`config.mk`:
```
export PLATFORM = sky130hd
export DESIGN_NAME = quad_serial_adc_reader_core_flat
export DESIGN_NICKNAME = d
export VERILOG_FILES = /design/src/rtl/core/qsar_pkg.sv /design/src/rtl/core/qsar_if.sv /design/src/rtl/core/quad_serial_adc_reader_core.sv /design/src/rtl/core/qsar_cfg.sv /design/src/rtl/core/qsar_seq.sv /design/src/rtl/core/qsar_lane.sv /design/src/flat_wrapper.sv
export VERILOG_INCLUDE_DIRS = /design/src /design/src/rtl/core
export SDC_FILE = /design/constraint.sdc
export NUM_CORES = 1
export LEC_CHECK = 0
export BUFFER_PORTS_ARGS = -buffer_cell sky130_fd_sc_hd__buf_2
export CAP_MARGIN = 20
export CORE_MARGIN = 2
export CORE_UTILIZATION = 45
export DETAILED_ROUTE_END_ITERATION = 12
export PLACE_DENSITY = 0.62
export SYNTH_ARGS = -nofsm -noshare
export SYNTH_HDL_FRONTEND = slang
export SYNTH_SLANG_ARGS = --single-unit
```
`constraint.sdc`:
```
create_clock -name clk -period 9 [get_ports clk]
set_input_delay 1.8 -clock clk [delete_from_list [all_inputs] [get_ports clk]]
set_output_delay 1.8 -clock clk [all_outputs]
set_load 0.005 [all_outputs]
```
`src/rtl/core/quad_serial_adc_reader_core_assert.svh`:
```
// assertion macros for the quad serial adc reader core
`ifndef QUAD_SERIAL_ADC_READER_CORE_ASSERT_SVH
`define QUAD_SERIAL_ADC_READER_CORE_ASSERT_SVH

`ifndef ASSERT_OFF

`define QSAR_ASSERT_IMPLIES(label, clk_sig, rst_sig, lhs, rhs) \
    label: assert property (@(posedge clk_sig) disable iff (!rst_sig) (lhs) |-> (rhs)) \
        else $error("assertion failed");

`define QSAR_ASSERT_NEXT(label, clk_sig, rst_sig, lhs, rhs) \
    label: assert property (@(posedge clk_sig) disable iff (!rst_sig) (lhs) |=> (rhs)) \
        else $error("assertion failed");

`else

`define QSAR_ASSERT_IMPLIES(label, clk_sig, rst_sig, lhs, rhs)

`define QSAR_ASSERT_NEXT(label, clk_sig, rst_sig, lhs, rhs)

`endif

`endif

```
`src/rtl/core/qsar_pkg.sv`:
```
// shared types and constants of the quad serial adc reader
package qsar_pkg;

    localparam int unsigned OUT_BITS    = 12;
    localparam int unsigned PIN_COUNT   = 4;
    localparam int unsigned PERIOD_BITS = 16;
    localparam int unsigned WAIT_BITS   = 18;
    localparam int unsigned ADDR_BITS   = 3;
    localparam int unsigned DATA_BITS   = 32;
    localparam int unsigned HOLD_PHASES_LOG2 = 2;

    localparam logic [PERIOD_BITS-1:0] HALF_PERIOD_RESET    = 16'd16;
    localparam logic [PIN_COUNT-1:0]   CHANNEL_ENABLE_RESET = 4'hF;

    typedef enum logic {
        REG_HALF_PERIOD    = 1'b0,
        REG_CHANNEL_ENABLE = 1'b1
    } reg_index_t;

    typedef enum logic [1:0] {
        PH_IDLE  = 2'd0,
        PH_CLOCK = 2'd1,
        PH_TAIL  = 2'd2,
        PH_HOLD  = 2'd3
    } phase_t;

    typedef struct packed {
        logic clear;
        logic shift;
        logic latch;
    } seq_ctrl_t;

    typedef struct packed {
        logic serial_clock;
        logic chip_select_n;
        logic busy;
        logic done;
    } seq_stat_t;

endpackage

```
`src/rtl/core/qsar_if.sv`:
```
// transaction channels of the quad serial adc reader
interface qsar_in_if;
    logic                               valid;
    logic                               ready;
    logic                               start_req;
    logic [qsar_pkg::PIN_COUNT-1:0]     data_pins;

    modport source (output valid, output start_req, output data_pins, input ready);
    modport sink (input valid, input start_req, input data_pins, output ready);
endinterface

interface qsar_out_if;
    logic                               valid;
    logic                               ready;
    logic                               serial_clock;
    logic                               chip_select_n;
    logic                               busy_res;
    logic                               done_res;
    logic [qsar_pkg::OUT_BITS-1:0]      sample_one;
    logic [qsar_pkg::OUT_BITS-1:0]      sample_two;
    logic [qsar_pkg::OUT_BITS-1:0]      sample_three;
    logic [qsar_pkg::OUT_BITS-1:0]      sample_four;

    modport source (
        output valid, output serial_clock, output chip_select_n, output busy_res,
        output done_res, output sample_one, output sample_two, output sample_three,
        output sample_four, input ready
    );
    modport sink (
        input valid, input serial_clock, input chip_select_n, input busy_res,
        input done_res, input sample_one, input sample_two, input sample_three,
        input sample_four, output ready
    );
endinterface

```
`src/rtl/core/quad_serial_adc_reader_core.sv`:
```
// quad serial adc reader: one input transaction per tick, one result per tick
// a result is registered in the cycle after its input transaction is accepted
// throughput: one transaction per cycle while the result side is ready, set by the single result register stage
// the sequencer timing counts accepted transactions, not clock cycles
// reset: sequencer idle, chip select high, clock low, lane samples zero, half period 16, all channels on
module quad_serial_adc_reader_core #(
    parameter int unsigned SAMPLE_BITS = 12,
    parameter int unsigned CHANNELS    = 4,
    parameter int unsigned LEAD_PULSES = 3
) (
    input  logic                              clk,
    input  logic                              rst_n,
    qsar_in_if.sink                           in_ch,
    qsar_out_if.source                        out_ch,
    input  logic                              psel,
    input  logic                              penable,
    input  logic                              pwrite,
    input  logic [qsar_pkg::ADDR_BITS-1:0]    paddr,
    input  logic [qsar_pkg::DATA_BITS-1:0]    pwdata,
    output logic [qsar_pkg::DATA_BITS-1:0]    prdata,
    output logic                              pready
);
    import qsar_pkg::*;

    `include "quad_serial_adc_reader_core_assert.svh"

    localparam int unsigned LANES = (CHANNELS < PIN_COUNT) ? CHANNELS : PIN_COUNT;

    logic [PERIOD_BITS-1:0] half_period;
    logic [PIN_COUNT-1:0]   channel_enable;
    logic                   step;
    seq_ctrl_t              ctrl;
    seq_stat_t              stat;
    logic [OUT_BITS-1:0]    sample_next [PIN_COUNT];

    logic                   out_valid_reg, out_valid_next;
    seq_stat_t              stat_reg;
    logic [OUT_BITS-1:0]    sample_reg [PIN_COUNT];

    assign in_ch.ready = !out_valid_reg || out_ch.ready;
    assign step        = in_ch.valid && in_ch.ready;

    qsar_cfg u_cfg (
        .clk            (clk),
        .rst_n          (rst_n),
        .psel           (psel),
        .penable        (penable),
        .pwrite         (pwrite),
        .paddr          (paddr),
        .pwdata         (pwdata),
        .prdata         (prdata),
        .pready         (pready),
        .half_period    (half_period),
        .channel_enable (channel_enable)
    );

    qsar_seq #(
        .SAMPLE_BITS (SAMPLE_BITS),
        .LEAD_PULSES (LEAD_PULSES)
    ) u_seq (
        .clk         (clk),
        .rst_n       (rst_n),
        .step        (step),
        .start_req   (in_ch.start_req),
        .half_period (half_period),
        .ctrl        (ctrl),
        .stat        (stat)
    );

    for (genvar k = 0; k < PIN_COUNT; k++)
    begin : g_lane
        if (k < LANES)
        begin : g_on
            logic [SAMPLE_BITS-1:0] held_next;

            qsar_lane #(
                .SAMPLE_BITS (SAMPLE_BITS)
            ) u_lane (
                .clk       (clk),
                .rst_n     (rst_n),
                .ctrl      (ctrl),
                .enable    (channel_enable[k]),
                .pin       (in_ch.data_pins[k]),
                .held_next (held_next)
            );

            assign sample_next[k] = OUT_BITS'(held_next);
        end
        else
        begin : g_off
            assign sample_next[k] = '0;
        end
    end

    assign out_valid_next = step || (out_valid_reg && !out_ch.ready);

    always_ff @(posedge clk or negedge rst_n)
    begin
        if (!rst_n)
        begin
            out_valid_reg <= 1'b0;
            stat_reg      <= '0;
        end
        else
        begin
            out_valid_reg <= out_valid_next;
            if (step)
            begin
                stat_reg <= stat;
            end
        end
    end

    always_ff @(posedge clk)
    begin
        if (step)
        begin
            sample_reg <= sample_next;
        end
    end

    assign out_ch.valid         = out_valid_reg;
    assign out_ch.serial_clock  = stat_reg.serial_clock;
    assign out_ch.chip_select_n = stat_reg.chip_select_n;
    assign out_ch.busy_res      = stat_reg.busy;
    assign out_ch.done_res      = stat_reg.done;
    assign out_ch.sample_one    = sample_reg[0];
    assign out_ch.sample_two    = sample_reg[1];
    assign out_ch.sample_three  = sample_reg[2];
    assign out_ch.sample_four   = sample_reg[3];

    // the serial clock only runs while the converters are selected
    `QSAR_ASSERT_IMPLIES(a_clock_needs_select, clk, rst_n,
        out_valid_reg && stat_reg.serial_clock, !stat_reg.chip_select_n)
    // the done transaction leaves the bus idle
    `QSAR_ASSERT_IMPLIES(a_done_idle, clk, rst_n,
        out_valid_reg && stat_reg.done,
        stat_reg.chip_select_n && !stat_reg.serial_clock && !stat_reg.busy)
    // a sequence only ends through done
    `QSAR_ASSERT_IMPLIES(a_busy_ends_with_done, clk, rst_n,
        $fell(stat_reg.busy), stat_reg.done)

endmodule

```
`src/rtl/core/qsar_cfg.sv`:
```
// apb configuration registers
module qsar_cfg (
    input  logic                              clk,
    input  logic                              rst_n,
    input  logic                              psel,
    input  logic                              penable,
    input  logic                              pwrite,
    input  logic [qsar_pkg::ADDR_BITS-1:0]    paddr,
    input  logic [qsar_pkg::DATA_BITS-1:0]    pwdata,
    output logic [qsar_pkg::DATA_BITS-1:0]    prdata,
    output logic                              pready,
    output logic [qsar_pkg::PERIOD_BITS-1:0]  half_period,
    output logic [qsar_pkg::PIN_COUNT-1:0]    channel_enable
);
    import qsar_pkg::*;

    logic [PERIOD_BITS-1:0] half_period_reg;
    logic [PIN_COUNT-1:0]   channel_enable_reg;
    logic                   wr_en;
    reg_index_t             reg_sel;

    assign pready  = 1'b1;
    assign wr_en   = psel & penable & pwrite;
    assign reg_sel = reg_index_t'(paddr[2]);

    always_ff @(posedge clk or negedge rst_n)
    begin
        if (!rst_n)
        begin
            half_period_reg    <= HALF_PERIOD_RESET;
            channel_enable_reg <= CHANNEL_ENABLE_RESET;
        end
        else if (wr_en)
        begin
            case (reg_sel)
                REG_HALF_PERIOD:    half_period_reg    <= pwdata[PERIOD_BITS-1:0];
                REG_CHANNEL_ENABLE: channel_enable_reg <= pwdata[PIN_COUNT-1:0];
                default:            half_period_reg    <= half_period_reg;
            endcase
        end
    end

    always_comb
    begin
        case (reg_sel)
            REG_HALF_PERIOD:    prdata = DATA_BITS'(half_period_reg);
            REG_CHANNEL_ENABLE: prdata = DATA_BITS'(channel_enable_reg);
            default:            prdata = '0;
        endcase
    end

    assign half_period    = half_period_reg;
    assign channel_enable = channel_enable_reg;

endmodule

```
`src/rtl/core/qsar_seq.sv`:
```
// conversion timing sequencer
module qsar_seq #(
    parameter int unsigned SAMPLE_BITS = 12,
    parameter int unsigned LEAD_PULSES = 3
) (
    input  logic                              clk,
    input  logic                              rst_n,
    input  logic                              step,
    input  logic                              start_req,
    input  logic [qsar_pkg::PERIOD_BITS-1:0]  half_period,
    output qsar_pkg::seq_ctrl_t               ctrl,
    output qsar_pkg::seq_stat_t               stat
);
    import qsar_pkg::*;

    localparam int unsigned EDGE_TOTAL = LEAD_PULSES + SAMPLE_BITS;
    localparam int unsigned EDGE_BITS  = $clog2(EDGE_TOTAL + 1);

    phase_t                 phase_reg, phase_next;
    logic [WAIT_BITS-1:0]   wait_reg, wait_next;
    logic [EDGE_BITS-1:0]   edge_reg, edge_next;
    logic                   clock_reg, clock_next;
    logic                   select_reg, select_next;

    logic [PERIOD_BITS-1:0] phase_len;
    logic [WAIT_BITS-1:0]   wait_inc;
    logic [EDGE_BITS-1:0]   edge_inc;
    logic                   phase_end;
    logic                   hold_end;
    logic                   last_edge;

    assign phase_len = (half_period == '0) ? PERIOD_BITS'(1) : half_period;
    assign wait_inc  = wait_reg + 1'b1;
    assign edge_inc  = edge_reg + 1'b1;
    assign phase_end = wait_inc >= WAIT_BITS'(phase_len);
    assign hold_end  = wait_inc >= {phase_len, HOLD_PHASES_LOG2'(0)};
    assign last_edge = edge_inc >= EDGE_BITS'(EDGE_TOTAL);

    // next phase
    always_comb
    begin
        phase_next = phase_reg;
        if (step)
        begin
            case (phase_reg)
                PH_IDLE:  if (start_req) phase_next = PH_CLOCK;
                PH_CLOCK: if (phase_end && !clock_reg && last_edge) phase_next = PH_TAIL;
                PH_TAIL:  if (phase_end) phase_next = PH_HOLD;
                PH_HOLD:  if (hold_end) phase_next = PH_IDLE;
                default:  phase_next = PH_IDLE;
            endcase
        end
    end

    // counters, pin levels and lane strobes
    always_comb
    begin
        wait_next   = wait_reg;
        edge_next   = edge_reg;
        clock_next  = clock_reg;
        select_next = select_reg;
        ctrl        = '0;
        stat.done   = 1'b0;
        if (step)
        begin
            case (phase_reg)
                PH_IDLE:
                begin
                    if (start_req)
                    begin
                        wait_next   = '0;
                        edge_next   = '0;
                        clock_next  = 1'b0;
                        select_next = 1'b0;
                        ctrl.clear  = 1'b1;
                    end
                end
                PH_CLOCK:
                begin
                    if (phase_end)
                    begin
                        wait_next  = '0;
                        clock_next = !clock_reg;
                        if (!clock_reg)
                        begin
                            ctrl.shift = edge_reg >= EDGE_BITS'(LEAD_PULSES);
                            edge_next  = edge_inc;
                        end
                    end
                    else
                    begin
                        wait_next = wait_inc;
                    end
                end
                PH_TAIL:
                begin
                    if (phase_end)
                    begin
                        wait_next   = '0;
                        clock_next  = 1'b0;
                        select_next = 1'b1;
                    end
                    else
                    begin
                        wait_next = wait_inc;
                    end
                end
                PH_HOLD:
                begin
                    if (hold_end)
                    begin
                        wait_next  = '0;
                        ctrl.latch = 1'b1;
                        stat.done  = 1'b1;
                    end
                    else
                    begin
                        wait_next = wait_inc;
                    end
                end
                default:
                begin
                    wait_next = '0;
                end
            endcase
        end
        stat.serial_clock  = clock_next;
        stat.chip_select_n = select_next;
        stat.busy          = phase_next != PH_IDLE;
    end

    always_ff @(posedge clk or negedge rst_n)
    begin
        if (!rst_n)
        begin
            phase_reg  <= PH_IDLE;
            wait_reg   <= '0;
            edge_reg   <= '0;
            clock_reg  <= 1'b0;
            select_reg <= 1'b1;
        end
        else
        begin
            phase_reg  <= phase_next;
            wait_reg   <= wait_next;
            edge_reg   <= edge_next;
            clock_reg  <= clock_next;
            select_reg <= select_next;
        end
    end

endmodule

```
`src/rtl/core/qsar_lane.sv`:
```
// one channel: shift register and held sample
module qsar_lane #(
    parameter int unsigned SAMPLE_BITS = 12
) (
    input  logic                    clk,
    input  logic                    rst_n,
    input  qsar_pkg::seq_ctrl_t     ctrl,
    input  logic                    enable,
    input  logic                    pin,
    output logic [SAMPLE_BITS-1:0]  held_next
);
    import qsar_pkg::*;

    logic [SAMPLE_BITS-1:0] shift_reg, shift_next;
    logic [SAMPLE_BITS-1:0] held_reg;

    always_comb
    begin
        shift_next = shift_reg;
        if (ctrl.clear)
        begin
            shift_next = '0;
        end
        else if (ctrl.shift && enable)
        begin
            // msb first
            shift_next = SAMPLE_BITS'({shift_reg, pin});
        end
    end

    assign held_next = ctrl.latch ? shift_reg : held_reg;

    always_ff @(posedge clk or negedge rst_n)
    begin
        if (!rst_n)
        begin
            shift_reg <= '0;
            held_reg  <= '0;
        end
        else
        begin
            shift_reg <= shift_next;
            held_reg  <= held_next;
        end
    end

endmodule

```
`src/flat_wrapper.sv`:
```
// flat-port wrapper written by rule: the top's interface ports become plain ports
module quad_serial_adc_reader_core_flat import qsar_pkg::*;
#(
    parameter int unsigned SAMPLE_BITS = 12,
    parameter int unsigned CHANNELS    = 4,
    parameter int unsigned LEAD_PULSES = 3
)
  (clk, rst_n, psel, penable, pwrite, paddr, pwdata, prdata, pready, in_ch_valid, in_ch_start_req, in_ch_data_pins, in_ch_ready, out_ch_valid, out_ch_serial_clock, out_ch_chip_select_n, out_ch_busy_res, out_ch_done_res, out_ch_sample_one, out_ch_sample_two, out_ch_sample_three, out_ch_sample_four, out_ch_ready);
  qsar_in_if in_ch_i ();
  qsar_out_if out_ch_i ();
  input  logic clk;
  input  logic rst_n;
  input  logic psel;
  input  logic penable;
  input  logic pwrite;
  input  logic [qsar_pkg::ADDR_BITS-1:0] paddr;
  input  logic [qsar_pkg::DATA_BITS-1:0] pwdata;
  output logic [qsar_pkg::DATA_BITS-1:0] prdata;
  output logic pready;
  input wire logic [$bits(in_ch_i.valid)-1:0] in_ch_valid;
  input wire logic [$bits(in_ch_i.start_req)-1:0] in_ch_start_req;
  input wire logic [$bits(in_ch_i.data_pins)-1:0] in_ch_data_pins;
  output wire logic [$bits(in_ch_i.ready)-1:0] in_ch_ready;
  output wire logic [$bits(out_ch_i.valid)-1:0] out_ch_valid;
  output wire logic [$bits(out_ch_i.serial_clock)-1:0] out_ch_serial_clock;
  output wire logic [$bits(out_ch_i.chip_select_n)-1:0] out_ch_chip_select_n;
  output wire logic [$bits(out_ch_i.busy_res)-1:0] out_ch_busy_res;
  output wire logic [$bits(out_ch_i.done_res)-1:0] out_ch_done_res;
  output wire logic [$bits(out_ch_i.sample_one)-1:0] out_ch_sample_one;
  output wire logic [$bits(out_ch_i.sample_two)-1:0] out_ch_sample_two;
  output wire logic [$bits(out_ch_i.sample_three)-1:0] out_ch_sample_three;
  output wire logic [$bits(out_ch_i.sample_four)-1:0] out_ch_sample_four;
  input wire logic [$bits(out_ch_i.ready)-1:0] out_ch_ready;
  assign in_ch_i.valid = in_ch_valid;
  assign in_ch_i.start_req = in_ch_start_req;
  assign in_ch_i.data_pins = in_ch_data_pins;
  assign in_ch_ready = in_ch_i.ready;
  assign out_ch_valid = out_ch_i.valid;
  assign out_ch_serial_clock = out_ch_i.serial_clock;
  assign out_ch_chip_select_n = out_ch_i.chip_select_n;
  assign out_ch_busy_res = out_ch_i.busy_res;
  assign out_ch_done_res = out_ch_i.done_res;
  assign out_ch_sample_one = out_ch_i.sample_one;
  assign out_ch_sample_two = out_ch_i.sample_two;
  assign out_ch_sample_three = out_ch_i.sample_three;
  assign out_ch_sample_four = out_ch_i.sample_four;
  assign out_ch_i.ready = out_ch_ready;
  quad_serial_adc_reader_core #(.SAMPLE_BITS(SAMPLE_BITS), .CHANNELS(CHANNELS), .LEAD_PULSES(LEAD_PULSES)) u_core (.clk(clk), .rst_n(rst_n), .in_ch(in_ch_i), .out_ch(out_ch_i), .psel(psel), .penable(penable), .pwrite(pwrite), .paddr(paddr), .pwdata(pwdata), .prdata(prdata), .pready(pready));
endmodule
```
==> out/qor.yml, run 1 <==
switching_share: 0.296
finalSetupViolations: 0
synth_mux_area_frac: 0.141
ant_nets: 0
clkPwrFrac: 0.358
fin_ws_ps: 4530
gp_congestion: 0.876
drive_gt1_frac: 0.248
num_rows: 51
worstPathCellList: "and4_1 -> nand4_2 -> nor3_1 -> xnor2_1 -> ha_1 -> a211oi_1 -> o21ai_0 -> o211ai_1 -> nand4b_1 -> nor2_1 -> inv_2 -> ha_1 -> nand2_1 -> nor2_1 -> a211o_1 -> o311ai_1 -> a41oi_1"
cts-root-buf: "clkbuf_16"
route.detailed.drc: 0
grt_antenna_before_repair: 1
ioPinCount: 134
drt_pass1_iterations: 4
dieArea_mm2: 0.0210
r2r_cells: 17
cp_slowest_cell: "nand4b_1"
place_ws_ps: 4520
final_common_cell: "dfrtp_1"
synth_seq_area_share: 0.573
p_leak_nw: 5.20
final_cell_mix: "141 x dfrtp_1, 97 x buf_2, 85 x nor2_1, 49 x mux2_2"
peakVddDrop_mv: 0.151
combinationalPowerShare: 0.162
criticalPathCategory: "flip-flop to flip-flop"
syn_area_per_cell_um2: 12.4
ys_types: 59
synth_xor_area_frac: 0.0186
cts-resized-gates: 0
clk_latency_ps: 420
r2r-start: "u_core.u_seq.wait_reg[2]"
tns_ps: 0
fmaxAchievable_mhz: 224
vias: 5828
grt_pass1_vias: 6061
r2r_end: "u_core.out_ch.busy_res"
ys_ff_latch: 195
grtUsageTotal: 0.180
rsz0062_at_grt: "false"
worst_pin_slew_ps: 920
synth_edf_count: 48
endpoint: "u_core.out_ch.busy_res"
p_sw_mw: 0.623
wl_per_cell_um: 16.8
seqPwrFrac: 0.479
worst_setup_path_end_kind: "flip-flop"
skew_ps: 9.86
ys_warn_count: 0
synth_top_family_by_area: "multiplexers"
cts_buffer_depth: 2
cp_data_arrival_time_ps: 4720
final_util: 0.528
cp-start-kind: "flip-flop"
post-route-min-period_ps: 4470
min_path_type: "flip-flop to flip-flop"
h-tree-depth: 4
clock-sinks: 195
coreArea_mm2: 0.0195
port_buffers: 98
grt_overflow_total: 0
slew_viol_final: 0
final_nets: 909
cts_tree: "built"
cap_violations: 0
hold_buffers: 0
status: "finished clean"
initial_utilization: 0.460
viasPerCell: 5.31
synth.cell_area_mm2: 0.00895
synthAdderAreaFrac: 0.0615
grt_pass1_wl_mm: 30.8
die_y_um: 145
grt_max_degree: 80
p_per_area_mw_per_mm2: 205
path_max_fanout: 8
synthArstFlopShare: 0.754
synth_simple_gate_area_share: 0.0883
synth-compound-area-share: 0.0734
p_int_mw: 1.48
post-dp-hpwl_mm: 12.9
fin_crit_sh: 0.497
hold_violations: 0
synthFlopType: "dfrtp_1"
numCtsBuffers: 17
crit_required_ps: 9250
postCtsSetupRepairBufs: 0
r2r_slack_ps: 4530
critPathMaxStageDelay_ps: 500
drt_wl_total_mm: 18.4
area_delta_synth_final_pct: 14.9
cp-startpoint: "u_core.u_seq.wait_reg[2]"
drt_iter0_drc: 294
relSlewSlack: 0.386
clk_pin_slew_ps: 70
die_w_um: 145
synthesis.instances: 720
metal layers:
layer  wire length, um  GRT usage  vias to the layer above
met5                 0          0                        -
met3               853     0.0437                       25
met4               337     0.0683                        0
li1                  -          -                     2738
met1              7980      0.226                     2908
met2              9260      0.303                      157
worst max-delay path, delay by kind of cell (launching register included):
family	cells	cell delay, ps
AND/OR/NAND/NOR	7	1910
XOR/XNOR	1	230
AO/OA/AOI/OAI	6	1080
adder cells (fa/ha/maj)	2	520
flip-flops	1	450
buffers and inverters	1	110
logic make-up after synthesis:
group,Yosys count
and+or+nand+nor,171
buffers and inverters,82
AOI/OAI and AO/OA,90
muxes,117
xor gates and xnor gates,19
DFF,195
other,2
adders and majority gates,44
cell usage after synthesis, drive strengths merged, types with 15 or more instances:
library cell | count | area, um2
buf | 24 | 173
clkbuf | 18 | 67.6
dfrtp | 141 | 3530
edfxtp | 48 | 1440
ha | 44 | 551
inv | 39 | 146
mux2 | 69 | 777
mux2i | 48 | 480
nand2 | 30 | 113
nor2 | 85 | 319
o21ai | 24 | 124
xnor2 | 15 | 131
per-stage QoR:
step / cell area (um2) / std cells / total power, mW / hold WS, ps
global route: 10300 / 1096 / 2.20 / 506
floorplan: 9000 / 735 / 1.24 / 450
finish: 10300 / 1097 / 2.10 / 479
CTS: 10300 / 1095 / 2.12 / 489
detailed placement: 9670 / 1063 / 1.37 / 467
global placement: 9670 / 1063 / 1.35 / 462
worst min-delay path by stage:
| stage | to | cells after the start | start |
|---|---|---|---|
| floorplan | u_core.g_lane[0].g_on.u_lane.held_reg[1] | 1 | u_core.g_lane[0].g_on.u_lane.held_reg[1] |
| global placement | u_core.out_ch.done_res | 1 | u_core.out_ch.done_res |
| detailed placement | u_core.g_lane[1].g_on.u_lane.held_reg[3] | 1 | u_core.g_lane[1].g_on.u_lane.held_reg[3] |
| CTS | u_core.g_lane[1].g_on.u_lane.held_reg[6] | 1 | u_core.g_lane[1].g_on.u_lane.held_reg[6] |
| global route | u_core.g_lane[2].g_on.u_lane.held_reg[10] | 1 | u_core.g_lane[2].g_on.u_lane.held_reg[10] |
| finish | u_core.g_lane[1].g_on.u_lane.held_reg[6] | 1 | u_core.g_lane[1].g_on.u_lane.held_reg[6] |
layout make-up:
class                   count  area, um2
clock buffers              17        425
repair buffers            106        557
flip-flops and latches    195       5130
multi-input cells         458       3510
diodes                      1       2.50
fillers                  1646       9190
well taps                 265        332
clock inverters            15        175
inverters                  40        150
power groups by stage:
| stage | logic [mW] | clock network [mW] | registers (mW) |
|---|---|---|---|
| 4_1_cts | 0.342 | 0.770 | 1.01 |
| 3_3_place_gp | 0.327 | 0 | 1.02 |
| 3_5_place_dp | 0.341 | 0 | 1.02 |
| 6_report | 0.341 | 0.753 | 1.01 |
| 5_1_grt | 0.382 | 0.806 | 1.02 |
| 2_1_floorplan | 0.225 | 0 | 1.01 |
(Power assumes the default switching activity.)
==> inputs of run 2 (changes only) <==
--- a/config.mk
+++ b/config.mk
@@ -6,6 +6,7 @@
 export SDC_FILE = /design/constraint.sdc
 export NUM_CORES = 1
 export LEC_CHECK = 0
+export ABC_AREA = 1
 export BUFFER_PORTS_ARGS = -buffer_cell sky130_fd_sc_hd__buf_2
 export CAP_MARGIN = 20
 export CORE_MARGIN = 2
==> constraint.sdc (replaced) <==
create_clock -name clk -period 4.3 [get_ports clk]
set_input_delay 0.86 -clock clk [delete_from_list [all_inputs] [get_ports clk]]
set_output_delay 0.86 -clock clk [all_outputs]
set_load 0.005 [all_outputs]
==> run 2 against run 1 <==
Effect of this change: maximum frequency is 17% higher; critical path depth increased by 1; sequential share of layout area about the same; flip-flop and latch count unchanged; power grew 120%; routed wire length is 3.6% lower; non-clock buffer count up 5.
==> out/qor.yml, run 2 <==
path_max_fanout: 28
cts_tree: "built"
design_area_mm2: 0.0103
crit_required_ps: 4530
final_util: 0.527
fin_crit_sh: 0.889
area_delta_synth_final_pct: 14.2
seqPwrFrac: 0.472
p_leak_nw: 5.04
grt_pass1_wl_mm: 29.8
h-tree-depth: 4
post-synth-top-count-cell: "nand2_1"
relSlewSlack: 0.376
multi_input_area_mm2: 0.00316
post-route-min-period_ps: 3820
ant_nets: 0
synth.cell_area_mm2: 0.00900
cp-start-kind: "flip-flop"
hold_violations: 0
die_w_um: 145
clk_pin_slew_ps: 80
grt_max_degree: 94
initial_utilization: 0.461
clk_latency_ps: 430
postCtsSetupRepairBufs: 0
numCtsBuffers: 17
worst_pin_slew_ps: 934
cts-resized-gates: 0
tns_ps: 0
synth_seq_area_share: 0.570
fmaxAchievable_mhz: 261
synthTopCellsByCount: "158 x nand2_1, 141 x dfrtp_1, 116 x inv_1"
switching_share: 0.314
wl_per_cell_um: 13.8
fill_cells: 1844
criticalPathCategory: "flip-flop to flip-flop"
drt_wl_total_mm: 17.8
hold_buffers: 0
r2r-start: "u_core.u_seq.wait_reg[0]"
post-dp-hpwl_mm: 12.3
synth_edf_count: 48
drt_pass1_iterations: 5
num_rows: 51
synth_area_leader_cell: "dfrtp_1"
min_path_type: "input pin to async pin"
peakVddDrop_mv: 0.253
port_buffers: 98
viasPerCell: 4.86
p_sw_mw: 1.45
grt_pass1_vias: 5859
clock-sinks: 195
drt_iter0_drc: 355
place_area_mm2: 0.00967
synthTopCellsByArea: "dfrtp_1 39%, edfxtp_1 16%, nand2_1 6.6%, ha_1 6.1%, inv_1 4.8%"
slew_viol_final: 0
whs_ps: 484
rsz0062_at_grt: "false"
cap_violations: 0
final_common_cell: "nand2_1"
p_total_mw: 4.63
die_y_um: 145
final_cell_mix: "158 x nand2_1, 141 x dfrtp_1, 116 x inv_1, 97 x buf_2, 85 x o21ai_0"
grt_antenna_before_repair: 0
route.detailed.drc: 0
p_int_mw: 3.18
ys_warn_count: 0
cts_buffer_depth: 2
final_nets: 1100
worst_setup_path_end_kind: "flip-flop"
synth.top_cell.area_share: 0.392
final-seq-area_mm2: 0.00513
r2r_slack_ps: 480
dieArea_mm2: 0.0212
status: "finished clean"
clkPwrFrac: 0.344
skew_ps: 11.4
diodes: 0
grt_overflow_total: 0
synthFlopType: "dfrtp_1"
finalSetupViolations: 0
r2r_end: "u_core.out_ch.sample_four[9]"
vias: 6258
cp_data_arrival_time_ps: 4060
ys_types: 42
syn_area_per_cell_um2: 9.84
cts-root-buf: "clkbuf_16"
r2r_cells: 18
ys_ff_latch: 195
drive_gt1_frac: 0.190
ioPinCount: 134
synthArstFlopShare: 0.754
combinationalPowerShare: 0.184
grtUsageTotal: 0.174
p_per_area_mw_per_mm2: 450
coreArea_mm2: 0.0195
gp_congestion: 0.832
synthesis.instances: 915
## run 2: changes by cell type after synthesis, moves of 45 or more
cell     change
o21ai_0     +76
nand2_1    +128
inv_1       +78
mux2i_1     -48
mux2_2      -45
nand3_1     +59
## run 2: worst max-delay path, cell delays in order, from the launching register on
cell and delay, ps:
dfrtp_1 440, nand2_1 120, nor2_4 170, nand2_2 120, nor3_1 170, nand4_1 110, nor2_1 150, nand2_1 80
xor2_1 180, ha_1 340, nand2_1 60, nor3_1 180, nand4_1 100, nand2_1 70, nor2_1 50, nand2_1 70
nand3_2 510, buf_4 430, o21ai_0 270
## run 2: how the worst max path moves through the flow
| stage | startpoint | endpoint | slack [ps] |
|---|---|---|---|
| floorplan | out_ch_ready | u_core.out_ch.sample_one[10] | 740 |
| global placement | u_core.u_seq.wait_reg[0] | u_core.out_ch.sample_four[9] | 480 |
| detailed placement | u_core.u_seq.wait_reg[0] | u_core.out_ch.sample_four[9] | 460 |
| CTS | u_core.u_seq.wait_reg[0] | u_core.out_ch.sample_four[9] | 440 |
| global route | u_core.u_seq.wait_reg[6] | u_core.out_ch.sample_four[9] | 120 |
| finish | u_core.u_seq.wait_reg[0] | u_core.out_ch.sample_four[9] | 480 |
## run 2: routing by layer
metal,up-vias,track usage,share of wire
met5,-,0,0
met4,0,0.0446,0.0044
met3,4,0.0389,0.041
met2,126,0.266,0.46
met1,2951,0.252,0.49
li1,3177,-,-
## run 2: power by group through the flow
stage | sequential, mW | clock, mW | combinational (mW)
after floorplan | 2.20 | 0 | 0.615
after global placement | 2.22 | 0 | 0.838
after detailed placement | 2.22 | 0 | 0.856
after CTS | 2.18 | 1.63 | 0.865
after global routing | 2.21 | 1.71 | 0.980
final | 2.18 | 1.59 | 0.853
## run 2: kinds of logic (layout without fill, tap and decap cells)
logic type                 Yosys count  in the layout  synth area share
and+or+nand+nor                    310            310             0.155
DFF                                195            195             0.570
AOI/OAI and AO/OA                  176            176             0.108
buffers and inverters              170            262            0.0866
adders and majority gates           44             44            0.0612
xor gates and xnor gates            14             14            0.0136
muxes                                4              4           0.00500
other                                2             17          0.000834
## run 2: per-stage QoR
stage	cells	worst slack, ps
after floorplan	930	742
after global placement	1255	478
after detailed placement	1255	459
after CTS	1287	437
after global routing	1287	121
final	1287	476
## run 2: area by class of cell
cell class / count / share of cell area
clock inverters: 15 / 0.0179
inverters: 119 / 0.0434
clock buffers: 17 / 0.0414
repair buffers: 111 / 0.0590
well taps: 265 / 0.0322
multi-input cells: 565 / 0.307
flip-flops and latches: 195 / 0.499
==> inputs of run 3 (changes only) <==
--- a/config.mk
+++ b/config.mk
@@ -11,6 +11,7 @@
 export CAP_MARGIN = 20
 export CORE_MARGIN = 2
 export CORE_UTILIZATION = 45
+export CTS_CLUSTER_SIZE = 30
 export DETAILED_ROUTE_END_ITERATION = 12
 export PLACE_DENSITY = 0.62
 export SYNTH_ARGS = -nofsm -noshare
==> constraint.sdc (replaced) <==
create_clock -name clk -period 4.01 [get_ports clk]
set_input_delay 0.802 -clock clk [delete_from_list [all_inputs] [get_ports clk]]
set_output_delay 0.802 -clock clk [all_outputs]
set_load 0.005 [all_outputs]
==> run 3 against run 2 <==
Effect of this change: utilization is 0.17 points higher; register-to-register slack worse by 80 ps; critical path depth is 7 higher; power is 9.0% higher; sequential share of layout area is 0.16 points lower; die area stayed put; final area is 0.32% higher; flip-flop and latch count stayed put; critical path type unchanged; highest routed layer unchanged.
==> out/qor.yml, run 3 (synthesized netlist as in run 2, its figures left out) <==
p_int_mw: 3.59
clkPwrFrac: 0.350
grt_overflow_total: 0
cts-resized-gates: 0
viasPerCell: 4.83
grt_pass1_wl_mm: 30.0
clock-sinks: 195
min_path_type: "input pin to async pin"
dieArea_mm2: 0.0212
cp_data_arrival_time_ps: 3940
relSlewSlack: 0.378
cp_slowest_cell: "dfrtp_1"
drt_iter0_drc: 404
initial_utilization: 0.461
multi_input_area_mm2: 0.00317
skew_ps: 13.0
fin_cells: 1287
route.detailed.drc: 0
fin_crit_sh: 0.902
coreArea_mm2: 0.0195
final_nets: 1100
place_area_mm2: 0.00970
cts-root-buf: "clkbuf_16"
drt_pass1_iterations: 5
r2r-start: "u_core.u_seq.wait_reg[0]"
numCtsBuffers: 17
path_common_cell: "nand2_1"
final_cell_mix: "158 x nand2_1, 141 x dfrtp_1, 116 x inv_1, 97 x buf_2, 85 x o21ai_0"
p_per_area_mw_per_mm2: 489
ant_nets: 0
postCtsSetupRepairBufs: 0
port_buffers: 98
placedCellCount: 1255
post-route-min-period_ps: 3620
critPathMaxStageDelay_ps: 450
finalSetupViolations: 0
switching_share: 0.287
post-dp-hpwl_mm: 12.4
grt_max_degree: 71
r2r_end: "u_core.out_ch.busy_res"
final-seq-area_mm2: 0.00513
status: "finished clean"
h-tree-depth: 4
p_leak_nw: 5.07
gp_congestion: 0.872
cp-start-kind: "flip-flop"
path_delay_family: "simple AND/OR/NAND/NOR gates"
worst_setup_path_end_kind: "flip-flop"
cts_tree: "built"
hold_violations: 0
peakVddDrop_mv: 0.309
criticalPathCategory: "flip-flop to flip-flop"
num_rows: 51
p_sw_mw: 1.45
path_max_fanout: 6
grtUsageTotal: 0.175
design_area_mm2: 0.0103
wl_per_cell_um: 13.9
final_util: 0.528
ioPinCount: 134
final_common_cell: "nand2_1"
r2r_slack_ps: 390
clk_latency_ps: 430
area_delta_synth_final_pct: 14.6
r2r_cells: 25
crit_required_ps: 4330
die_w_um: 145
fmaxAchievable_mhz: 276
drive_gt1_frac: 0.187
worst_pin_slew_ps: 931
cp_num_buf_inv: 1
tns_ps: 0
combinationalPowerShare: 0.185
rsz0062_at_grt: "false"
p_total_mw: 5.04
slew_viol_final: 0
hold_buffers: 0
vias: 6210
fill_cells: 1779
cts_buffer_depth: 2
cap_violations: 0
grt_pass1_vias: 5944
seqPwrFrac: 0.465
die_y_um: 145
clk_pin_slew_ps: 70
grt_antenna_before_repair: 0
diodes: 0
drt_wl_total_mm: 17.9
[run 3: worst register-to-register path, stage by stage, from the launching register on]
cell and delay [ps]:
dfrtp_1 450, ha_1 220, nand2_1 80, nor2_2 160, nand2_1 90, nor2_1 120, xor2_1 270, inv_1 110
ha_1 290, nand2_1 60, nor2_1 60, nand3_1 70, nand3_1 90, nand2_1 60, nand2_1 50, nand2_1 120
nand3_4 120, ha_1 200, nand4_1 130, nand2_1 60, a21oi_1 110, o21ai_0 100, a21boi_0 260, nand2_1 100
nand2_1 70, nand2_1 50
[run 3: worst max-delay path by stage]
stage | cells past startpoint | from | end
CTS | 21 | u_core.u_seq.wait_reg[0] | u_core.out_ch.busy_res
floorplan | 7 | out_ch_ready | u_core.out_ch.sample_one[10]
finish | 25 | u_core.u_seq.wait_reg[0] | u_core.out_ch.busy_res
global placement | 23 | u_core.u_seq.wait_reg[0] | u_core.out_ch.busy_res
detailed placement | 21 | u_core.u_seq.wait_reg[0] | u_core.out_ch.busy_res
global route | 21 | u_core.u_seq.wait_reg[0] | u_core.out_ch.busy_res
[run 3: power by group through the flow]
stage               combinational [mW]  sequential [mW]  clock, mW
floorplan                        0.659             2.36          0
global placement                 0.914             2.38          0
detailed placement               0.933             2.38          0
CTS                              0.939             2.34       1.80
global route                      1.09             2.37       1.88
finish                           0.934             2.34       1.77
[run 3: layer usage]
| layer | up-vias | track usage | wire length, um |
|---|---|---|---|
| met4 | 0 | 0.0431 | 182 |
| li1 | 3166 | - | - |
| met2 | 127 | 0.267 | 7830 |
| met1 | 2900 | 0.258 | 9170 |
| met5 | - | 0 | 0 |
| met3 | 17 | 0.0357 | 728 |
[run 3: metrics by stage]
stage / setup WS (ps) / hold WS, ps
global placement: 441 / 463
global route: 21.2 / 419
finish: 392 / 368
detailed placement: 347 / 469
floorplan: 510 / 453
CTS: 334 / 402
[run 3: area by class of cell]
cell class	count	share of cell area
clock buffers	23	0.0454
multi-input cells	565	0.307
flip-flops and latches	195	0.497
well taps	265	0.0321
inverters	119	0.0433
clock inverters	9	0.0137
repair buffers	111	0.0612
